## src/rtl/ple_pkg.sv

```systemverilog
// Shared types and codes for the positional list engine.
`default_nettype none

package ple_pkg;

    localparam int LEN_W = 5;
    localparam int VAL_W = 32;
    localparam int POS_W = 8;

    typedef enum logic [2:0] {
        OP_INS_FRONT = 3'd0,
        OP_INS_BACK  = 3'd1,
        OP_INS_POS   = 3'd2,
        OP_DEL_FRONT = 3'd3,
        OP_DEL_BACK  = 3'd4,
        OP_DEL_POS   = 3'd5,
        OP_LIST      = 3'd6
    } op_t;

    typedef enum logic [1:0] {
        ST_OK     = 2'd0,
        ST_EMPTY  = 2'd1,
        ST_BADPOS = 2'd2,
        ST_FULL   = 2'd3
    } status_t;

    typedef enum logic [2:0] {
        ACT_NONE,
        ACT_RESP,
        ACT_INS,
        ACT_DEL,
        ACT_LIST
    } act_t;

    typedef struct packed {
        act_t    act;
        status_t status;
    } ple_cmd_t;

    typedef enum logic [2:0] {
        S_IDLE,
        S_SHIFT_INS,
        S_INS_LAST,
        S_SHIFT_DEL,
        S_RESP,
        S_LIST_RD,
        S_LIST_OUT
    } state_t;

endpackage

`default_nettype wire

```

## src/rtl/positional_list_engine_unit.sv

```systemverilog
// Top level: bounded ordered list held in a RAM, edited by a shift sequencer.
// Usage:
//   Input channel (in_valid/in_ready) carries one beat per operation: op, value, position.
//   Output channel (out_valid/out_ready) carries result beats: status, element, last,
//   length. Every edit answers with one beat (last = 1); a list answers with one beat
//   per stored value, front to back, last set on the final one, or a single empty beat.
//   Op code seven is dropped without a result.
// Sequencing (from input accept to result loaded into the output register):
//   edits that move no stored value (back cases, errors): S_RESP only
//   insert: one S_SHIFT_INS per moved value, then S_INS_LAST, then S_RESP; delete: one
//   S_SHIFT_DEL per moved value, then S_RESP. List: S_LIST_RD then S_LIST_OUT per stored
//   value, set by the single RAM read port with registered read data.
// One operation is in flight at a time: in_ready is high only while the
// sequencer is idle, which is once the previous result is loaded. The next
// beat may be accepted while that result still waits in the output register.
// A stalled receiver holds the output register; the sequencer waits for it
// before loading another result beat.
// Reset clears the count and all control state; the list starts empty with no
// clearing pass, since slots at or beyond the count are never read.
`default_nettype none

module positional_list_engine_unit #(
    parameter int DEPTH = 16
) (
    input  wire logic                          clk,
    input  wire logic                          rst_n,
    input  wire logic                          in_valid,
    output logic                               in_ready,
    input  wire logic [2:0]                    op,
    input  wire logic signed [ple_pkg::VAL_W-1:0] value,
    input  wire logic [ple_pkg::POS_W-1:0]     position,
    output logic                               out_valid,
    input  wire logic                          out_ready,
    output logic [1:0]                         status,
    output logic signed [ple_pkg::VAL_W-1:0]   element,
    output logic                               last,
    output logic [ple_pkg::LEN_W-1:0]          length
);

    import ple_pkg::*;

    localparam int AW = $clog2(DEPTH);
    localparam int CW = $clog2(DEPTH + 1);

    state_t             state_reg, state_next;
    logic [CW-1:0]      count_reg, count_next;
    logic [AW-1:0]      ptr_reg, ptr_next;
    logic [AW-1:0]      idx_reg, idx_next;
    logic [VAL_W-1:0]   val_reg, val_next;
    status_t            st_reg, st_next;

    logic               out_valid_reg, out_valid_next;
    status_t            status_reg, status_next;
    logic [VAL_W-1:0]   element_reg, element_next;
    logic               last_reg, last_next;
    logic [LEN_W-1:0]   length_reg, length_next;

    ple_cmd_t           cmd;
    logic [AW-1:0]      dec_idx;

    logic               mem_we;
    logic [AW-1:0]      mem_waddr;
    logic [VAL_W-1:0]   mem_wdata;
    logic               mem_re;
    logic [AW-1:0]      mem_raddr;
    logic [VAL_W-1:0]   mem_rdata;

    logic               accept;
    logic               push_ok;

    ple_decode #(
        .DEPTH (DEPTH)
    ) u_decode (
        .op       (op),
        .position (position),
        .count    (count_reg),
        .cmd      (cmd),
        .idx      (dec_idx)
    );

    ple_ram #(
        .WIDTH (VAL_W),
        .DEPTH (DEPTH)
    ) u_ram (
        .clk   (clk),
        .we    (mem_we),
        .waddr (mem_waddr),
        .wdata (mem_wdata),
        .re    (mem_re),
        .raddr (mem_raddr),
        .rdata (mem_rdata)
    );

    assign in_ready  = (state_reg == S_IDLE);
    assign accept    = in_valid && in_ready;
    assign push_ok   = !out_valid_reg || out_ready;

    assign out_valid = out_valid_reg;
    assign status    = status_reg;
    assign element   = element_reg;
    assign last      = last_reg;
    assign length    = length_reg;

    always_ff @(posedge clk or negedge rst_n)
    begin
        if (!rst_n)
        begin
            state_reg     <= S_IDLE;
            count_reg     <= '0;
            out_valid_reg <= 1'b0;
        end
        else
        begin
            state_reg     <= state_next;
            count_reg     <= count_next;
            out_valid_reg <= out_valid_next;
        end
    end

    // payload and datapath registers need no reset
    always_ff @(posedge clk)
    begin
        ptr_reg     <= ptr_next;
        idx_reg     <= idx_next;
        val_reg     <= val_next;
        st_reg      <= st_next;
        status_reg  <= status_next;
        element_reg <= element_next;
        last_reg    <= last_next;
        length_reg  <= length_next;
    end

    always_comb
    begin
        state_next     = state_reg;
        count_next     = count_reg;
        ptr_next       = ptr_reg;
        idx_next       = idx_reg;
        val_next       = val_reg;
        st_next        = st_reg;
        out_valid_next = out_valid_reg && !out_ready;
        status_next    = status_reg;
        element_next   = element_reg;
        last_next      = last_reg;
        length_next    = length_reg;
        mem_we         = 1'b0;
        mem_waddr      = '0;
        mem_wdata      = '0;
        mem_re         = 1'b0;
        mem_raddr      = '0;

        case (state_reg)
            S_IDLE:
            begin
                if (accept)
                begin
                    case (cmd.act)
                        ACT_RESP:
                        begin
                            st_next    = cmd.status;
                            state_next = S_RESP;
                        end
                        ACT_INS:
                        begin
                            if (CW'(dec_idx) == count_reg)
                            begin
                                // append: nothing to move
                                mem_we     = 1'b1;
                                mem_waddr  = dec_idx;
                                mem_wdata  = value;
                                count_next = count_reg + CW'(1);
                                st_next    = ST_OK;
                                state_next = S_RESP;
                            end
                            else
                            begin
                                // start moving the tail up one slot, top first
                                mem_re     = 1'b1;
                                mem_raddr  = AW'(count_reg - CW'(1));
                                ptr_next   = AW'(count_reg);
                                idx_next   = dec_idx;
                                val_next   = value;
                                state_next = S_SHIFT_INS;
                            end
                        end
                        ACT_DEL:
                        begin
                            if (CW'(dec_idx) == count_reg - CW'(1))
                            begin
                                count_next = count_reg - CW'(1);
                                st_next    = ST_OK;
                                state_next = S_RESP;
                            end
                            else
                            begin
                                // close the gap from the bottom up
                                mem_re     = 1'b1;
                                mem_raddr  = dec_idx + AW'(1);
                                ptr_next   = dec_idx;
                                state_next = S_SHIFT_DEL;
                            end
                        end
                        ACT_LIST:
                        begin
                            if (count_reg == '0)
                            begin
                                st_next    = ST_EMPTY;
                                state_next = S_RESP;
                            end
                            else
                            begin
                                ptr_next   = '0;
                                state_next = S_LIST_RD;
                            end
                        end
                        default:
                        begin
                            state_next = S_IDLE;
                        end
                    endcase
                end
            end
            S_SHIFT_INS:
            begin
                mem_we    = 1'b1;
                mem_waddr = ptr_reg;
                mem_wdata = mem_rdata;
                if (ptr_reg - AW'(1) == idx_reg)
                begin
                    state_next = S_INS_LAST;
                end
                else
                begin
                    mem_re    = 1'b1;
                    mem_raddr = ptr_reg - AW'(2);
                    ptr_next  = ptr_reg - AW'(1);
                end
            end
            S_INS_LAST:
            begin
                mem_we     = 1'b1;
                mem_waddr  = idx_reg;
                mem_wdata  = val_reg;
                count_next = count_reg + CW'(1);
                st_next    = ST_OK;
                state_next = S_RESP;
            end
            S_SHIFT_DEL:
            begin
                mem_we    = 1'b1;
                mem_waddr = ptr_reg;
                mem_wdata = mem_rdata;
                if (CW'(ptr_reg) + CW'(1) == count_reg - CW'(1))
                begin
                    count_next = count_reg - CW'(1);
                    st_next    = ST_OK;
                    state_next = S_RESP;
                end
                else
                begin
                    mem_re    = 1'b1;
                    mem_raddr = ptr_reg + AW'(2);
                    ptr_next  = ptr_reg + AW'(1);
                end
            end
            S_RESP:
            begin
                if (push_ok)
                begin
                    out_valid_next = 1'b1;
                    status_next    = st_reg;
                    element_next   = '0;
                    last_next      = 1'b1;
                    length_next    = LEN_W'(count_reg);
                    state_next     = S_IDLE;
                end
            end
            S_LIST_RD:
            begin
                mem_re     = 1'b1;
                mem_raddr  = ptr_reg;
                state_next = S_LIST_OUT;
            end
            S_LIST_OUT:
            begin
                // read data holds here until the beat can be loaded
                if (push_ok)
                begin
                    out_valid_next = 1'b1;
                    status_next    = ST_OK;
                    element_next   = mem_rdata;
                    last_next      = (CW'(ptr_reg) + CW'(1) == count_reg);
                    length_next    = LEN_W'(count_reg);
                    if (CW'(ptr_reg) + CW'(1) == count_reg)
                    begin
                        state_next = S_IDLE;
                    end
                    else
                    begin
                        ptr_next   = ptr_reg + AW'(1);
                        state_next = S_LIST_RD;
                    end
                end
            end
            default:
            begin
                state_next = S_IDLE;
            end
        endcase
    end

    // count never runs past the capacity
    a_count_bound: assert property (@(posedge clk) disable iff (!rst_n)
        count_reg <= CW'(DEPTH))
        else $error("list count beyond capacity");

    // finishing an insert grows the list by exactly one
    a_ins_grow: assert property (@(posedge clk) disable iff (!rst_n)
        state_reg == S_INS_LAST |=> count_reg == $past(count_reg) + CW'(1))
        else $error("insert did not grow the count by one");

    // an error or empty answer is always a single final beat with a zero element
    a_err_last: assert property (@(posedge clk) disable iff (!rst_n)
        out_valid_reg && status_reg != ST_OK |-> last_reg && element_reg == '0)
        else $error("status beat without last or with nonzero element");

    // shift writes stay inside the occupied region plus one
    a_shift_addr: assert property (@(posedge clk) disable iff (!rst_n)
        (state_reg == S_SHIFT_INS || state_reg == S_SHIFT_DEL)
            |-> CW'(ptr_reg) <= count_reg)
        else $error("shift write outside the list");

    // list read never reaches past the stored values
    a_list_addr: assert property (@(posedge clk) disable iff (!rst_n)
        state_reg == S_LIST_RD |-> CW'(ptr_reg) < count_reg)
        else $error("list read beyond count");

endmodule

`default_nettype wire

```

## src/rtl/ple_ram.sv

```systemverilog
// Generic single-port-write, single-port-read RAM with registered read data.
`default_nettype none

module ple_ram #(
    parameter int WIDTH = 32,
    parameter int DEPTH = 16
) (
    input  wire logic                     clk,
    input  wire logic                     we,
    input  wire logic [$clog2(DEPTH)-1:0] waddr,
    input  wire logic [WIDTH-1:0]         wdata,
    input  wire logic                     re,
    input  wire logic [$clog2(DEPTH)-1:0] raddr,
    output logic      [WIDTH-1:0]         rdata
);

    logic [WIDTH-1:0] mem [DEPTH];

    always_ff @(posedge clk)
    begin
        if (we)
        begin
            mem[waddr] <= wdata;
        end
    end

    // hold read data until the next read
    always_ff @(posedge clk)
    begin
        if (re)
        begin
            rdata <= mem[raddr];
        end
    end

endmodule

`default_nettype wire

```

## src/rtl/ple_decode.sv

```systemverilog
// Operation decode: status checks and target slot for one incoming beat.
`default_nettype none

module ple_decode #(
    parameter int DEPTH = 16
) (
    input  wire logic [2:0]                     op,
    input  wire logic [ple_pkg::POS_W-1:0]      position,
    input  wire logic [$clog2(DEPTH+1)-1:0]     count,
    output ple_pkg::ple_cmd_t                   cmd,
    output logic      [$clog2(DEPTH)-1:0]       idx
);

    import ple_pkg::*;

    localparam int AW   = $clog2(DEPTH);
    localparam int CW   = $clog2(DEPTH + 1);
    localparam int CMPW = ((CW > POS_W) ? CW : POS_W) + 1;

    logic [CMPW-1:0] cnt_w;
    logic [CMPW-1:0] pos_w;
    logic            full;
    logic            empty;

    assign cnt_w = CMPW'(count);
    assign pos_w = CMPW'(position);
    assign full  = (count == CW'(DEPTH));
    assign empty = (count == '0);

    always_comb
    begin
        cmd.act    = ACT_NONE;
        cmd.status = ST_OK;
        idx        = '0;
        case (op)
            OP_INS_FRONT:
            begin
                cmd.act    = full ? ACT_RESP : ACT_INS;
                cmd.status = full ? ST_FULL : ST_OK;
            end
            OP_INS_BACK:
            begin
                cmd.act    = full ? ACT_RESP : ACT_INS;
                cmd.status = full ? ST_FULL : ST_OK;
                idx        = AW'(count);
            end
            OP_INS_POS:
            begin
                if (empty || pos_w == CMPW'(1))
                begin
                    cmd.act    = full ? ACT_RESP : ACT_INS;
                    cmd.status = full ? ST_FULL : ST_OK;
                end
                else if (pos_w == '0 || pos_w > cnt_w + CMPW'(1))
                begin
                    cmd.act    = ACT_RESP;
                    cmd.status = ST_BADPOS;
                end
                else
                begin
                    cmd.act    = full ? ACT_RESP : ACT_INS;
                    cmd.status = full ? ST_FULL : ST_OK;
                    idx        = AW'(pos_w - CMPW'(1));
                end
            end
            OP_DEL_FRONT:
            begin
                cmd.act    = empty ? ACT_RESP : ACT_DEL;
                cmd.status = empty ? ST_EMPTY : ST_OK;
            end
            OP_DEL_BACK:
            begin
                cmd.act    = empty ? ACT_RESP : ACT_DEL;
                cmd.status = empty ? ST_EMPTY : ST_OK;
                idx        = AW'(cnt_w - CMPW'(1));
            end
            OP_DEL_POS:
            begin
                if (empty)
                begin
                    cmd.act    = ACT_RESP;
                    cmd.status = ST_EMPTY;
                end
                else if (pos_w == '0 || pos_w > cnt_w)
                begin
                    cmd.act    = ACT_RESP;
                    cmd.status = ST_BADPOS;
                end
                else
                begin
                    cmd.act = ACT_DEL;
                    idx     = AW'(pos_w - CMPW'(1));
                end
            end
            OP_LIST:
            begin
                cmd.act = ACT_LIST;
            end
            default:
            begin
                cmd.act = ACT_NONE;
            end
        endcase
    end

endmodule

`default_nettype wire
```

## config.mk

```make
export PLATFORM = sky130hd
export DESIGN_NAME = positional_list_engine_unit
export DESIGN_NICKNAME = d
export VERILOG_FILES = /design/src/rtl/ple_pkg.sv /design/src/rtl/positional_list_engine_unit.sv /design/src/rtl/ple_ram.sv /design/src/rtl/ple_decode.sv
export SDC_FILE = /design/constraint.sdc
export NUM_CORES = 1
export LEC_CHECK = 0
export ABC_CLOCK_PERIOD_IN_PS = 20700
export BUFFER_PORTS_ARGS = -buffer_cell sky130_fd_sc_hd__buf_2
export CAP_MARGIN = 0
export CORE_UTILIZATION = 40
export DETAILED_ROUTE_END_ITERATION = 6
export GPL_ROUTABILITY_DRIVEN = 0
export PLACE_DENSITY_LB_ADDON = 0.05
export SYNTH_ARGS = -nofsm -noshare
export SYNTH_HDL_FRONTEND = slang
export SYNTH_HIERARCHICAL = 1
export SYNTH_SLANG_ARGS = --single-unit
```

## constraint.sdc

```tcl
create_clock -name clk -period 20.7 [get_ports clk]
set_clock_uncertainty 0.2 [all_clocks]
set_input_delay 4.14 -clock clk [delete_from_list [all_inputs] [get_ports clk]]
set_output_delay 4.14 -clock clk [all_outputs]
set_load 0.03 [all_outputs]
```

==> summary.md <==
| Metric | Value |
|---|---|
| Status | `completed` |
| CTS max path bufs | `3` |
| Clock power frac | `0.231` |
| Sw power | `around 1.9 mW` |
| Final hold viol count | `0` |
| Largest Register | `u_ram/mem` |
| Row count | `92` |
| CTS Buf Count | `70` |
| Required @ worst endpoint | `20.84 ns` |
| Gr usage total | `0.208` |
| Synth Area per Inst | `18.6 um^2` |
| Sink Count | `about 640` |
| EDFF count, synth | `626` |
| # nets final | `1,581` |
| Switch share | `0.357` |
| CTS tree | `done` |
| Setup Fix Bufs, Post-CTS | `0` |
| Vias in the first global route | `14,000` |
| Gate power share | `0.380` |
| HP Class | `reg -> reg` |
| Post-DP HPWL | `around 38,000 um` |
| Internal power component | `~3.3 mW` |
| CTS root buf | `clkbuf_16` |
| Final Setup Violations | `0` |
| Core Box Area | `approximately 64,000 um^2` |
| # hold bufs at CTS | `0` |
| Synth top area share | `0.725` |
| Mapped Nets | `1,469` |
| #FFs+latches synth | `about 640` |
| Area grow syn2layout | `14.7%` |
| Antenna-violating nets left | `0` |
| Unrepaired setup endpoints after global routing | `false` |
| Warnings, synthesis | `6` |
| Final slew viol count | `0` |
| F_max | `95.7 MHz` |
| Crit path arrival time | `10.60 ns` |
| Die Wd | `around 260 um` |
| Initial Util | `0.408` |
| CP Max Fanout | `69` |
| Top FF cell, synth | `edfxtp_1` |
| Htree depth | `3` |
| Vias/cell | `between 5 and 6` |
| Sequential area share after synthesis | `0.734` |
| Largest register FFs | `512` |
| Placed cell count | `2,283` |
| Via count | `13,900` |
| Dominant cells by area after synthesis | `edfxtp_1 (73%), mux4_2 (11%), a22oi_1 (2.0%)` |
| Leak | `9.81 nW` |
| Largest area contributor in the netlist | `edfxtp_1` |
| First-pass GRT wire length | `98,700 um` |
| 1st-iter DRT viols | `1,367` |
| Drt drc | `0` |
| Cell area after synthesis | `25,900 um^2` |
| Power density cells | `175 nW/um^2` |
| Max-Cap Viols | `0` |
| Final TNS setup | `0 ns` |
| Clock Latency Late Sink | `between 0.6 and 0.7 ns` |
| Setup Crit Path Kind | `in -> reg` |
| Worst R2R Path Depth | `20` |
| Final critical path time including I/O delays and setup | `about 10 ns` |
| Total global routing overflow | `0` |
| Share of layout cells above drive strength 1 | `0.256` |
| Post-detailed-routing wire length | `68,300 um` |
| Initial antenna violation count | `1` |
| Post-synth ARST share | `0.0142` |
| Die area | `65,800 um^2` |
| Hold Path Depth | `1` |
| Port Buf Inserts | `88` |
| Worst setup EP type | `register` |
| Relative slew slack | `0.181` |
| Slew @ Worst Pin | `1.23 ns` |
| N_diodes | `0` |
| Reg clk slew, reported paths | `0.06 ns` |
| Top-Level Pins | `89` |
| Largest net degree at the start of global routing | `70` |
| Post-cts resize count | `0` |
| Fin cells | `2,407` |
| Router iterations before antenna repair | `5` |
| Yosys cell types | `68` |
| DR WL/cell | `~28 um` |
| Sequential Power Share | `0.389` |
| Final Cycle Share | `0.505` |
| Die Ht | `257 um` |
| Worst IR Drop VDD | `0.118 mV` |
| Crit path launch type | `input port` |
| Cells after synthesis | `about 1,400` |
## routing by layer
| metal | track usage | vias to the layer above | share of wire |
|---|---|---|---|
| li1 | - | 5964 | - |
| met2 | 0.336 | 456 | 0.49 |
| met3 | 0.0351 | 88 | 0.056 |
| met1 | 0.296 | 7374 | 0.44 |
| met4 | 0.0503 | 0 | 0.019 |
| met5 | 0 | - | 0 |
## final timing paths
kind	startpoint	slack, ns	endpoint
worst max-delay path	position[0]	10.25	u_ram/rdata[10]
min in group asynchronous	rst_n	3.20	out_valid
worst min register to register	st_reg[0]	0.34	status[0]
worst min-delay path	st_reg[0]	0.34	status[0]
worst max register to register	count_reg[2]	12.54	u_ram/rdata[10]
max in group asynchronous	rst_n	16.90	state_reg[1]
## cells in the mapped netlist (2+ instances only)
cell type	instances
nand4_1	2
o32ai_1	2
a211oi_1	2
nand2_1	56
a222oi_1	38
clkbuf_1	47
nand3_1	17
buf_2	15
a22o_1	2
a311oi_1	3
mux2i_1	4
a221o_1	2
a31oi_1	5
buf_4	11
and2_1	7
a21oi_1	13
buf_1	10
inv_1	28
mux4_2	128
a22oi_1	70
nor3b_1	2
nor2b_1	12
o22a_1	2
nand2b_1	10
o22ai_1	4
xor2_1	17
nor4_1	5
xnor2_1	25
a211o_1	2
buf_6	2
dfrtp_1	9
nor4b_1	2
edfxtp_1	626
o21ai_0	22
and4_1	2
nor3_1	23
and3_1	35
ha_1	25
nand3b_1	5
nor2_1	76
o21ai_1	2
## critical path, cell delays in order
cell and delay (ns):
buf_2 0.12, inv_1 0.07, ha_1 0.30, and4_1 0.22
a22oi_1 0.09, o21ai_1 0.16, a221oi_2 0.13, o32ai_1 0.69
nor2b_1 0.53, nand3_1 0.29, nor3b_2 0.25, buf_4 0.60
a222oi_1 0.29, o21ai_4 0.09, buf_4 0.89, buf_4 0.92
mux4_2 0.42, a22oi_1 0.21, nand2_1 0.09
## placed cells by master (no fill, tap or decap), types with 28 or more instances in the layout
cell       synthesis  layout
buf_2             15      88
a222oi_1          38      38
and3_1            35      35
nand2_1           56      56
nor2_1            76      62
edfxtp_1         626     626
mux4_2           128     128
buf_4             11      37
a22oi_1           70      70
inv_1             28      28
clkbuf_16          0      75
## cells by family after synthesis
| group | after synthesis | synth area share |
|---|---|---|
| compound gates | 183 | 0.0554 |
| flops | 635 | 0.734 |
| buf+inv | 113 | 0.0193 |
| simple gates | 266 | 0.0522 |
| xor+xnor | 42 | 0.0142 |
| fa+ha+maj | 25 | 0.0121 |
| mux | 133 | 0.113 |
## metrics by stage
step	hold WS [ns]	power, mW	utilization	cell area, um^2	setup WS, ns
final	0.337	5.21	0.468	29700	10.25
after global routing	0.352	5.48	0.468	29700	9.79
after CTS	0.342	5.28	0.468	29700	10.29
after detailed placement	0.324	4.06	0.433	27500	9.65
after global placement	0.316	4.06	0.433	27500	9.69
after floorplan	0.297	3.38	-	25900	9.41
## power groups by stage
stage / logic (mW) / registers, mW / clock network (mW)
after floorplan: 1.35 / 2.02 / 0
after global placement: 2.00 / 2.05 / 0
after detailed placement: 2.01 / 2.06 / 0
after CTS: 2.02 / 2.03 / 1.23
after global routing: 2.15 / 2.05 / 1.28
final: 1.98 / 2.03 / 1.20
## cell type report
class	count	area [um^2]
Fill cell	5464	33800
Sequential cell	635	19000
Multi-Input combinational cell	649	6600
Clock buffer	91	1950
Tap cell	846	1060
Timing Repair Buffer	125	718
Clock inverter	33	274
Inverter	28	105
Note: power is estimated with default switching activity, not from simulation.
